$ cat config.mk
export PLATFORM = sky130hd
export DESIGN_NAME = lru_chunk_tag_cache
export DESIGN_NICKNAME = d
export VERILOG_FILES = /design/src/sv/lct_pkg.sv /design/src/sv/lru_chunk_tag_cache.sv /design/src/sv/lct_tag_store.sv /design/src/sv/lct_decide.sv
export SDC_FILE = /design/constraint.sdc
export NUM_CORES = 2
export LEC_CHECK = 0
export BUFFER_PORTS_ARGS = -buffer_cell sky130_fd_sc_hd__clkbuf_2
export CAP_MARGIN = 20
export CORE_MARGIN = 10
export CORE_UTILIZATION = 64
export DETAILED_ROUTE_END_ITERATION = 10
export PLACE_DENSITY_LB_ADDON = 0.3
export SKIP_LAST_GASP = 1
export SLEW_MARGIN = 20
export SYNTH_ARGS = -nofsm -noshare
export SYNTH_HDL_FRONTEND = slang
export SYNTH_SLANG_ARGS = --single-unit
export TNS_END_PERCENT = 20
$ cat constraint.sdc
create_clock -name clk_i -period 7 [get_ports clk_i]
set_clock_uncertainty 0.15 [all_clocks]
set_input_delay 0.35 -clock clk_i [delete_from_list [all_inputs] [get_ports clk_i]]
set_output_delay 0.35 -clock clk_i [all_outputs]
set_load 0.005 [all_outputs]
$ cat src/sv/lct_pkg.sv
// shared types and constants for the chunk tag cache
`default_nettype none

package lct_pkg;

  localparam int unsigned TAG_W = 32;
  localparam int unsigned OCC_W = 5;

  typedef enum logic {
    CMD_LOOKUP = 1'b0,
    CMD_FLUSH  = 1'b1
  } cmd_e;

  // state update request from the decision logic to the entry array
  typedef struct packed {
    logic             apply;
    logic             flush;
    logic             grow;
    logic             write_tag;
    logic [TAG_W-1:0] tag;
  } ctrl_t;

  typedef struct packed {
    logic             hit;
    logic             evicted;
    logic [TAG_W-1:0] evicted_index;
    logic [OCC_W-1:0] occupancy;
  } result_t;

endpackage

`default_nettype wire

$ cat src/sv/lru_chunk_tag_cache.sv
// top level of the fully associative lru chunk tag cache
//
// usage:
//   s_axis carries one request per transfer: tuser selects lookup or flush,
//   tdata holds the chunk index (ignored on flush)
//   m_axis returns exactly one result per request, in order: tuser holds the
//   hit and evicted flags, tdata the evicted chunk index and the occupancy
// a request is held in the request register and its result is then loaded into
//   the result register; one request per cycle while m_axis_tready is high
// throughput is set by the single decide pass between the request register
//   and the result register: all entries are compared in parallel and the
//   entry array is updated at the same edge the result is registered
// a flush passes through like any other request and clears all entries
// reset clears the valid marks, recency ranks, fill count and the valid flags of
//   both pipeline registers; tags are written before they are ever read
// when the receiver stalls, the result register holds, the request register
//   fills and s_axis_tready drops until m_axis_tready returns
`default_nettype none

module lru_chunk_tag_cache #(
  parameter int unsigned MAX_CHUNKS = 16
) (
  input  wire         clk_i,
  input  wire         rst_ni,
  input  wire         s_axis_tvalid,
  output logic        s_axis_tready,
  input  wire  [31:0] s_axis_tdata,   // [31:0] chunk_index
  input  wire  [0:0]  s_axis_tuser,   // [0] command
  output logic        m_axis_tvalid,
  input  wire         m_axis_tready,
  output logic [39:0] m_axis_tdata,   // [31:0] evicted_index, [36:32] occupancy
  output logic [1:0]  m_axis_tuser    // [0] hit, [1] evicted
);

  localparam int unsigned AGE_W  = (MAX_CHUNKS > 1) ? $clog2(MAX_CHUNKS) : 1;
  localparam int unsigned FILL_W = $clog2(MAX_CHUNKS + 1);

  // request register
  logic                      req_valid_q;
  lct_pkg::cmd_e             req_cmd_q;
  logic [lct_pkg::TAG_W-1:0] req_index_q;

  // result register
  logic                      res_valid_q;
  lct_pkg::result_t          res_q;

  logic                                       advance;
  lct_pkg::ctrl_t                             ctrl;
  logic [MAX_CHUNKS-1:0]                      slot_oh, age_inc, valid;
  logic [MAX_CHUNKS-1:0][AGE_W-1:0]           age;
  logic [MAX_CHUNKS-1:0][lct_pkg::TAG_W-1:0]  tag;
  logic [FILL_W-1:0]                          fill;
  lct_pkg::result_t                           result_d;

  // request moves on when the result register is free or being drained
  assign advance       = req_valid_q && (!res_valid_q || m_axis_tready);
  assign s_axis_tready = !req_valid_q || advance;

  always_ff @(posedge clk_i or negedge rst_ni) begin
    if (!rst_ni) begin
      req_valid_q <= 1'b0;
    end else if (s_axis_tready) begin
      req_valid_q <= s_axis_tvalid;
    end
  end

  always_ff @(posedge clk_i) begin
    if (s_axis_tready && s_axis_tvalid) begin
      req_cmd_q   <= lct_pkg::cmd_e'(s_axis_tuser[0]);
      req_index_q <= s_axis_tdata;
    end
  end

  lct_decide #(
    .MAX_CHUNKS (MAX_CHUNKS),
    .AGE_W      (AGE_W),
    .FILL_W     (FILL_W)
  ) u_decide (
    .apply_i   (advance),
    .cmd_i     (req_cmd_q),
    .index_i   (req_index_q),
    .valid_i   (valid),
    .age_i     (age),
    .tag_i     (tag),
    .fill_i    (fill),
    .ctrl_o    (ctrl),
    .slot_oh_o (slot_oh),
    .age_inc_o (age_inc),
    .result_o  (result_d)
  );

  lct_tag_store #(
    .MAX_CHUNKS (MAX_CHUNKS),
    .AGE_W      (AGE_W),
    .FILL_W     (FILL_W)
  ) u_tag_store (
    .clk_i     (clk_i),
    .rst_ni    (rst_ni),
    .ctrl_i    (ctrl),
    .slot_oh_i (slot_oh),
    .age_inc_i (age_inc),
    .valid_o   (valid),
    .age_o     (age),
    .tag_o     (tag),
    .fill_o    (fill)
  );

  always_ff @(posedge clk_i or negedge rst_ni) begin
    if (!rst_ni) begin
      res_valid_q <= 1'b0;
    end else if (advance) begin
      res_valid_q <= 1'b1;
    end else if (m_axis_tready) begin
      res_valid_q <= 1'b0;
    end
  end

  always_ff @(posedge clk_i) begin
    if (advance) begin
      res_q <= result_d;
    end
  end

  assign m_axis_tvalid = res_valid_q;
  assign m_axis_tuser  = {res_q.evicted, res_q.hit};
  assign m_axis_tdata  = {3'b000, res_q.occupancy, res_q.evicted_index};

  // fill count tracks the number of valid entries
  a_fill_matches_valid : assert property (@(posedge clk_i) disable iff (!rst_ni)
    32'(fill) == $countones(valid))
    else $error("fill count differs from number of valid entries");

  // an eviction only happens on a miss into a full store
  a_evict_not_hit : assert property (@(posedge clk_i) disable iff (!rst_ni)
    res_valid_q && res_q.evicted |-> !res_q.hit &&
      res_q.occupancy == lct_pkg::OCC_W'(MAX_CHUNKS))
    else $error("eviction reported on a hit or a store that is not full");

  // a flush leaves the store empty
  a_flush_empties : assert property (@(posedge clk_i) disable iff (!rst_ni)
    advance && req_cmd_q == lct_pkg::CMD_FLUSH |=> valid == '0 && fill == '0)
    else $error("entries left valid after flush");

  // a completed request always lands in the result register
  a_result_loaded : assert property (@(posedge clk_i) disable iff (!rst_ni)
    advance |=> res_valid_q)
    else $error("result lost after request advanced");

endmodule

`default_nettype wire

$ cat src/sv/lct_tag_store.sv
// entry array: tags, valid marks, recency ranks and fill count
`default_nettype none

module lct_tag_store #(
  parameter int unsigned MAX_CHUNKS = 16,
  parameter int unsigned AGE_W      = 4,
  parameter int unsigned FILL_W     = 5
) (
  input  wire                                         clk_i,
  input  wire                                         rst_ni,
  input  lct_pkg::ctrl_t                              ctrl_i,
  input  wire  [MAX_CHUNKS-1:0]                       slot_oh_i,
  input  wire  [MAX_CHUNKS-1:0]                       age_inc_i,
  output logic [MAX_CHUNKS-1:0]                       valid_o,
  output logic [MAX_CHUNKS-1:0][AGE_W-1:0]            age_o,
  output logic [MAX_CHUNKS-1:0][lct_pkg::TAG_W-1:0]   tag_o,
  output logic [FILL_W-1:0]                           fill_o
);

  logic [MAX_CHUNKS-1:0]                     valid_q;
  logic [MAX_CHUNKS-1:0][AGE_W-1:0]          age_q;
  logic [MAX_CHUNKS-1:0][lct_pkg::TAG_W-1:0] tag_q;
  logic [FILL_W-1:0]                         fill_q;

  always_ff @(posedge clk_i or negedge rst_ni) begin
    if (!rst_ni) begin
      valid_q <= '0;
      age_q   <= '0;
      fill_q  <= '0;
    end else if (ctrl_i.apply) begin
      if (ctrl_i.flush) begin
        valid_q <= '0;
        age_q   <= '0;
        fill_q  <= '0;
      end else begin
        for (int i = 0; i < MAX_CHUNKS; i++) begin
          if (slot_oh_i[i]) begin
            valid_q[i] <= 1'b1;
            age_q[i]   <= '0;
          end else if (age_inc_i[i]) begin
            age_q[i] <= age_q[i] + AGE_W'(1);
          end
        end
        if (ctrl_i.grow) begin
          fill_q <= fill_q + FILL_W'(1);
        end
      end
    end
  end

  // tags are only read while their entry is valid
  always_ff @(posedge clk_i) begin
    if (ctrl_i.apply && ctrl_i.write_tag) begin
      for (int i = 0; i < MAX_CHUNKS; i++) begin
        if (slot_oh_i[i]) begin
          tag_q[i] <= ctrl_i.tag;
        end
      end
    end
  end

  assign valid_o = valid_q;
  assign age_o   = age_q;
  assign tag_o   = tag_q;
  assign fill_o  = fill_q;

endmodule

`default_nettype wire

$ cat src/sv/lct_decide.sv
// tag compare, victim choice and recency update for one item
`default_nettype none

module lct_decide #(
  parameter int unsigned MAX_CHUNKS = 16,
  parameter int unsigned AGE_W      = 4,
  parameter int unsigned FILL_W     = 5
) (
  input  wire                                         apply_i,
  input  lct_pkg::cmd_e                               cmd_i,
  input  wire  [lct_pkg::TAG_W-1:0]                   index_i,
  input  wire  [MAX_CHUNKS-1:0]                       valid_i,
  input  wire  [MAX_CHUNKS-1:0][AGE_W-1:0]            age_i,
  input  wire  [MAX_CHUNKS-1:0][lct_pkg::TAG_W-1:0]   tag_i,
  input  wire  [FILL_W-1:0]                           fill_i,
  output lct_pkg::ctrl_t                              ctrl_o,
  output logic [MAX_CHUNKS-1:0]                       slot_oh_o,
  output logic [MAX_CHUNKS-1:0]                       age_inc_o,
  output lct_pkg::result_t                            result_o
);

  logic [MAX_CHUNKS-1:0]     match, hit_oh, free_oh, oldest, oldest_oh;
  logic                      is_flush, hit, full, evict;
  logic [AGE_W-1:0]          hit_age;
  logic [lct_pkg::TAG_W-1:0] victim_tag;
  logic [FILL_W-1:0]         fill_next;

  always_comb begin
    for (int i = 0; i < MAX_CHUNKS; i++) begin
      match[i]  = valid_i[i] && (tag_i[i] == index_i);
      oldest[i] = valid_i[i] && (age_i[i] == AGE_W'(MAX_CHUNKS - 1));
    end
  end

  // lowest set bit wins
  assign hit_oh    = match & (~match + MAX_CHUNKS'(1));
  assign free_oh   = ~valid_i & (valid_i + MAX_CHUNKS'(1));
  assign oldest_oh = oldest & (~oldest + MAX_CHUNKS'(1));

  assign is_flush = (cmd_i == lct_pkg::CMD_FLUSH);
  assign hit      = !is_flush && (|match);
  assign full     = (fill_i == FILL_W'(MAX_CHUNKS));
  assign evict    = !is_flush && !hit && full;

  always_comb begin
    hit_age    = '0;
    victim_tag = '0;
    for (int i = 0; i < MAX_CHUNKS; i++) begin
      hit_age    = hit_age | (age_i[i] & {AGE_W{hit_oh[i]}});
      victim_tag = victim_tag | (tag_i[i] & {lct_pkg::TAG_W{oldest_oh[i]}});
    end
  end

  always_comb begin
    priority if (is_flush) begin
      slot_oh_o = '0;
    end else if (hit) begin
      slot_oh_o = hit_oh;
    end else if (full) begin
      slot_oh_o = oldest_oh;
    end else begin
      slot_oh_o = free_oh;
    end
  end

  // on a hit only entries younger than the hit entry age, on a miss all do
  always_comb begin
    for (int i = 0; i < MAX_CHUNKS; i++) begin
      age_inc_o[i] = valid_i[i] && !is_flush && (!hit || (age_i[i] < hit_age));
    end
  end

  assign ctrl_o.apply     = apply_i;
  assign ctrl_o.flush     = is_flush;
  assign ctrl_o.grow      = !is_flush && !hit && !full;
  assign ctrl_o.write_tag = !is_flush && !hit;
  assign ctrl_o.tag       = index_i;

  assign fill_next = is_flush ? '0 : (ctrl_o.grow ? fill_i + FILL_W'(1) : fill_i);

  always_comb begin
    result_o               = '0;
    result_o.hit           = hit;
    result_o.evicted       = evict;
    result_o.evicted_index = evict ? victim_tag : '0;
    // fill count taken to the width of the occupancy field
    result_o.occupancy     = lct_pkg::OCC_W'(fill_next);
  end

endmodule

`default_nettype wire
# ---- Word-level counts from Yosys, hierarchy flattened
# Cells that the tools add are included.
dict set report word_totals {
  register_bits 671
  output_inout_bits 44
  inputBits 37
  word_cells 427
}
dict set report classes {
  eq_ne 33
  add_sub_neg 20
  n_reduce_logical 176
  muxes 57
  bitwise 68
  order_cmp 16
}
# cell count
set op_table {}
lappend op_table {{32-bit bitwise AND} 16}
lappend op_table {{32-bit equality test} 16}
lappend op_table {{32-bit OR} 15}
lappend op_table {{4-bit two-way mux} 32}
lappend op_table {{2-bit AND reduction} 48}
lappend op_table {{1-bit logical AND} 71}
lappend op_table {{4-bit by 1-bit adder with 4-bit output, second input constant} 16}
lappend op_table {{4-bit bitwise AND} 16}
lappend op_table {{4-bit equality test, second input constant} 16}
lappend op_table {{4-bit < comparator} 16}
lappend op_table {{16-bit two-way mux} 4}
lappend op_table {{64-bit two-way mux} 1}
lappend op_table {{4-bit OR} 15}
lappend op_table {{16-bit by 1-bit adder with 16-bit output, second input constant} 3}
lappend op_table {{16-bit bitwise AND} 3}
lappend op_table {{16-bit NOT} 3}
lappend op_table {{3-bit nonzero test} 16}
lappend op_table {{2-bit nonzero test} 17}
lappend op_table {{1-bit logical OR} 18}
lappend op_table {{1-bit two-way mux} 18}
lappend op_table {{16-bit OR reduction} 1}
lappend op_table {{5-bit two-way mux} 2}
lappend op_table {{5-bit by 1-bit adder with 5-bit output, second input constant} 1}
lappend op_table {{5-bit equality test, second input constant} 1}
lappend op_table {{1-bit logical NOT} 5}

# ---- Longest topological paths before layout
dict set report depth {
  word_depth 27
  mapped_depth 21
  ltp_nobuf 18
}

# ---- Modules after synthesis
# A second synthesis with hierarchy kept.
dict set report hier_totals {
  hier_cells 2989
  hier_area_um2 35786.8
}
# module instances seq_area_each_um2 area_per_inst_um2 cells_per_inst
set modules_own_cells {}
lappend modules_own_cells {lct_tag_store 1 17501.8 19856.5 975}
lappend modules_own_cells {lct_decide 1 0.0 13638.1 1930}
lappend modules_own_cells {lru_chunk_tag_cache 1 2212.1 2292.2 84}

# ---- Worst setup path after synthesis
# Ideal clock, no wire load.
dict set report synth_timing {
  kind {flip-flop to flip-flop}
  startpoint {register req_index_q[30] in the netlist's numbering}
  endpoint {register u_tag_store.age_q, in the netlist u_tag_store.age_o[16]}
  path_stages_with_launch 21
  slack_ps 1152
  setup_time_ps 125
  arrival_ps 5574
  cell_sequence {edfxtp_1 -> buf_2 -> xor2_1 -> nor4_1 -> nand4_1 -> or4_1 -> buf_2 -> nand3b_2 -> or3b_2 -> inv_1 -> a221o_1 -> a21oi_1 -> nand3_1 -> a211oi_1 -> ha_1 -> a21o_1 -> a31o_2 -> maj3_2 -> a31oi_4 -> o31ai_2 -> mux2_2}
}
dict set report synth_between {
  elab_chain_cells 26
}
# item line_no
set synth_lines {}
lappend synth_lines {{start, declared} lru_chunk_tag_cache.sv:41} ;# logic [lct_pkg::TAG_W-1:0] req_index_q;
lappend synth_lines {{start signal, assigned} lru_chunk_tag_cache.sv:70} ;# req_index_q <= s_axis_tdata;
lappend synth_lines {{32-bit equality test} lct_decide.sv:30} ;# match[i] = valid_i[i] && (tag_i[i] == index_i);
lappend synth_lines {{1-bit logical AND} lct_decide.sv:30}
lappend synth_lines {{16-bit NOT} lct_decide.sv:36} ;# assign hit_oh = match & (~match + MAX_CHUNKS'(1));
lappend synth_lines {{16-bit by 1-bit adder with 16-bit output} lct_decide.sv:36}
lappend synth_lines {{16-bit bitwise AND} lct_decide.sv:36}
lappend synth_lines {{4-bit bitwise AND} lct_decide.sv:49} ;# hit_age = hit_age | (age_i[i] & {AGE_W{hit_oh[i]}});
lappend synth_lines {{4-bit OR (15 in series)} lct_decide.sv:49}
lappend synth_lines {{4-bit < comparator} lct_decide.sv:69} ;# age_inc_o[i] = valid_i[i] && !is_flush && (!hit || (age_i[i] < hit_age));
lappend synth_lines {{1-bit logical OR} lct_decide.sv:69}
lappend synth_lines {{1-bit logical AND} lct_decide.sv:69}
lappend synth_lines {{3-bit nonzero test (no source line)} -}
lappend synth_lines {{2-bit AND reduction (no source line)} -}
lappend synth_lines {{end signal, assigned by index} lct_tag_store.sv:41} ;# age_q[i] <= age_q[i] + AGE_W'(1);
lappend synth_lines {{end, declared} lct_tag_store.sv:21} ;# logic [MAX_CHUNKS-1:0][AGE_W-1:0] age_q;
# Several ways; a longest one is shown, not always the timed one.
# A chain may end at the register's enable or synchronous reset.

# ---- Worst setup path in the final report
dict set report layout_timing {
  startpoint {register req_index_q[29] in the netlist's numbering}
  endpoint {register u_tag_store.age_q, in the netlist u_tag_store.age_o[28]}
}
# Same word-level chain as after synthesis.

==> reports/results.ini <==
[setup_path]
timing.rr.end=u_tag_store.age_o[28]
crit_end=u_tag_store.age_o[28]
worst-r2r-cell-count=16
cp.required_ps=7380
crit_start=req_index_q[29]
rrSetupSlack_ps=500
worstPathArrival_ps=6880
crit_fanout=21
endpoint_kind=register
crit_type=reg -> reg
crit_path_start_kind=register
rr_startpoint=req_index_q[29]

[layout]
drive_gt1_frac=0.127
final_cell_mix=edfxtp_1 (584), xor2_1 (323), xnor2_1 (180), nand2_1 (164), nor4_1 (146)
final_nets=3259
final_common_cell=edfxtp_1
area_growth_syn_to_layout_pct=11.8
nFillCells=4003
ff_latch_area_um2=19700
layout.cells.non_filler=3990
multi_input_area_um2=15400

[timing]
finalCritPeriodShare=0.929
finalSetupTns_ps=0
worst_slack_ps=500
slew_headroom=0.173
finalMaxSlewViolations=0
worstMarginPinSlew_ps=1230
rsz0062_at_grt=false
finalHoldViolations=0
finalCriticalPeriod_ps=6500
max_freq_mhz=154
hold_ws_ps=61.4
setup_viol=0

[route]
drtIter0Drc=5655
post_drt_wl_per_cell_um=34.2
wl_um=136000
drc=0
ant_nets=0
avgViaCountPerCell=7.47
firstDrtPassIters=10
num_vias=29800

[synthesis]
synth_cell_types=107
synth_warnings=0
synth_seq_cells=671
ys.flop_type=edfxtp_1
synth-edff-count=584
synth_area_per_cell_um2=11.9
ys_async_sr_fraction=0.130
synth_cells=3046
seq_area_frac_synth=0.544
synthesis.area_um2=36200

[floorplanning]
ios=81
core-area_um2=56300
die_y_um=258
dieArea_um2=66500
initial_utilization=0.644
rows=87
die_w_um=258

[pwr]
swShare=0.278
vdd_drop_max_mv=0.344
comb_power_share=0.116
p_per_area_nw_per_um2=251
clockPowerShare=0.408
power.internal_w=0.00734
p_seq_frac=0.476
switchingPower_w=0.00283
power_leakage_nw=14.0

[clocking]
clock_sinks=671
post_cts_resized=0
worstSkewPairLatency_ps=660
htreeDepth=3
clk_pin_slew_worst_paths_ps=60
cts.path.max_buffers=3
cts-root-buf=clkbuf_16
hold_buffers=37
cts_tree=done
post_cts_buffers=0
cts_buffers=74

[grt]
grt_max_degree=68
grt_pass1_wl_um=195000
gr-usage-all-layers=0.398
overflow=0
antenna_found_initial=2
grt_pass1_vias=27700

[placement]
dp_cells=3814
port_buffers=77
routabilityCongestion=1.10
dp_hpwl_um=100000
place_ws_ps=892

[status]
outcome=completed

[flow_run]
drv_cap=0

[hold_path]
hp-class=in -> async

==> flip-flops by register name (all words and copies together) (netlist names) <==
name,flops
u_tag_store.tag_o,512
u_tag_store.age_o,64
m_axis_tdata,37
req_index_q,32
u_tag_store.valid_o,16
u_tag_store.fill_o,5
m_axis_tuser,2
m_axis_tvalid,1
req_cmd_q,1
req_valid_q,1
==> critical path: stages (launching register included) <==
cell and delay (ps):
edfxtp_1 1140, xor2_1 380, nor3_1 250, nand3_1 120, nor3_1 750, nand3b_2 360, nor3b_1 150, a222oi_1 340
nand4_1 250, a221oi_1 270, and3_1 570, buf_4 320, ha_1 270, a31o_2 260, o21ai_1 350, a21oi_1 160
nor3_1 260
==> cell type report <==
class	instances	share of cell area
well taps	756	0.0233
diodes	2	0.000124
clock inverters	51	0.0164
multi-input cells	2131	0.380
flip-flops and latches	671	0.487
repair buffers	230	0.0408
inverters	64	0.00593
clock buffers	85	0.0467
==> logic make-up (layout without fill, tap and decap cells) <==
| group | Yosys count | after routing | share of synthesized area |
|---|---|---|---|
| AO/OA/AOI/OAI | 575 | 575 | 0.122 |
| XOR/XNOR | 509 | 509 | 0.124 |
| adder cells (fa/ha/maj) | 53 | 53 | 0.0182 |
| buffers and inverters | 246 | 430 | 0.0356 |
| flip-flops | 671 | 671 | 0.544 |
| multiplexers | 31 | 31 | 0.00915 |
| other | 1 | 5 | 0.000103 |
| AND/OR/NAND/NOR | 960 | 960 | 0.147 |
==> worst min path at each step <==
stage	start	endpoint	depth (start not counted)	slack (ps)
5_1_grt	rst_ni	u_tag_store.valid_o[1]	2	100
3_3_place_gp	rst_ni	u_tag_store.fill_o[2]	1	170
3_5_place_dp	rst_ni	u_tag_store.fill_o[2]	1	190
2_1_floorplan	rst_ni	m_axis_tvalid	0	-100
6_report	rst_ni	u_tag_store.age_o[1]	2	60
4_1_cts	rst_ni	u_tag_store.valid_o[1]	2	60
==> per-layer routing <==
layer / wire [um] / up-vias / GRT usage
met4: 7190 / 4 / 0.173
met2: 56700 / 2884 / 0.560
met3: 24000 / 423 / 0.171
li1: - / 12100 / -
met5: 113 / - / 0.0124
met1: 48300 / 14400 / 0.530
==> synthesized netlist by cell type (all sizes together), types with 16 or more instances <==
cell type	count	area (um^2)
edfxtp	584	17500
xor2	323	2830
xnor2	186	1670
nand2	165	619
nor4	151	970
a21oi	139	703
nor2	139	522
nand4	128	801
nand3	108	546
clkbuf	97	365
dfrtp	87	2180
buf	85	684
a22oi	79	593
a221o	70	701
inv	64	240
nor3	63	320
ha	50	626
o21ai	37	185
a221oi	35	307
a222oi	34	340
and3	34	213
or4	24	184
nand2b	22	138
a21o	21	158
nor4b	21	184
nand4b	20	181
nor2b	20	125
a31o	18	158
mux2i	17	170
o211ai	16	125
==> power groups by stage <==
| stage | clock, W | combinational [W] | sequential (W) |
|---|---|---|---|
| 6_report | 0.00415 | 0.00118 | 0.00485 |
| 5_1_grt | 0.00428 | 0.00125 | 0.00486 |
| 4_1_cts | 0.00413 | 0.00113 | 0.00483 |
| 3_5_place_dp | 0 | 0.00111 | 0.00491 |
| 3_3_place_gp | 0 | 0.00106 | 0.00490 |
| 2_1_floorplan | 0 | 0.000776 | 0.00476 |
==> per-stage QoR <==
step / utilization / cell area (um^2) / total power (W)
global route: 0.720 / 40500 / 0.0104
CTS: 0.720 / 40500 / 0.0101
floorplan: - / 36200 / 0.00554
detailed placement: 0.668 / 37600 / 0.00602
global placement: 0.668 / 37600 / 0.00596
finish: 0.720 / 40500 / 0.0102
(Power assumes the default switching activity.)
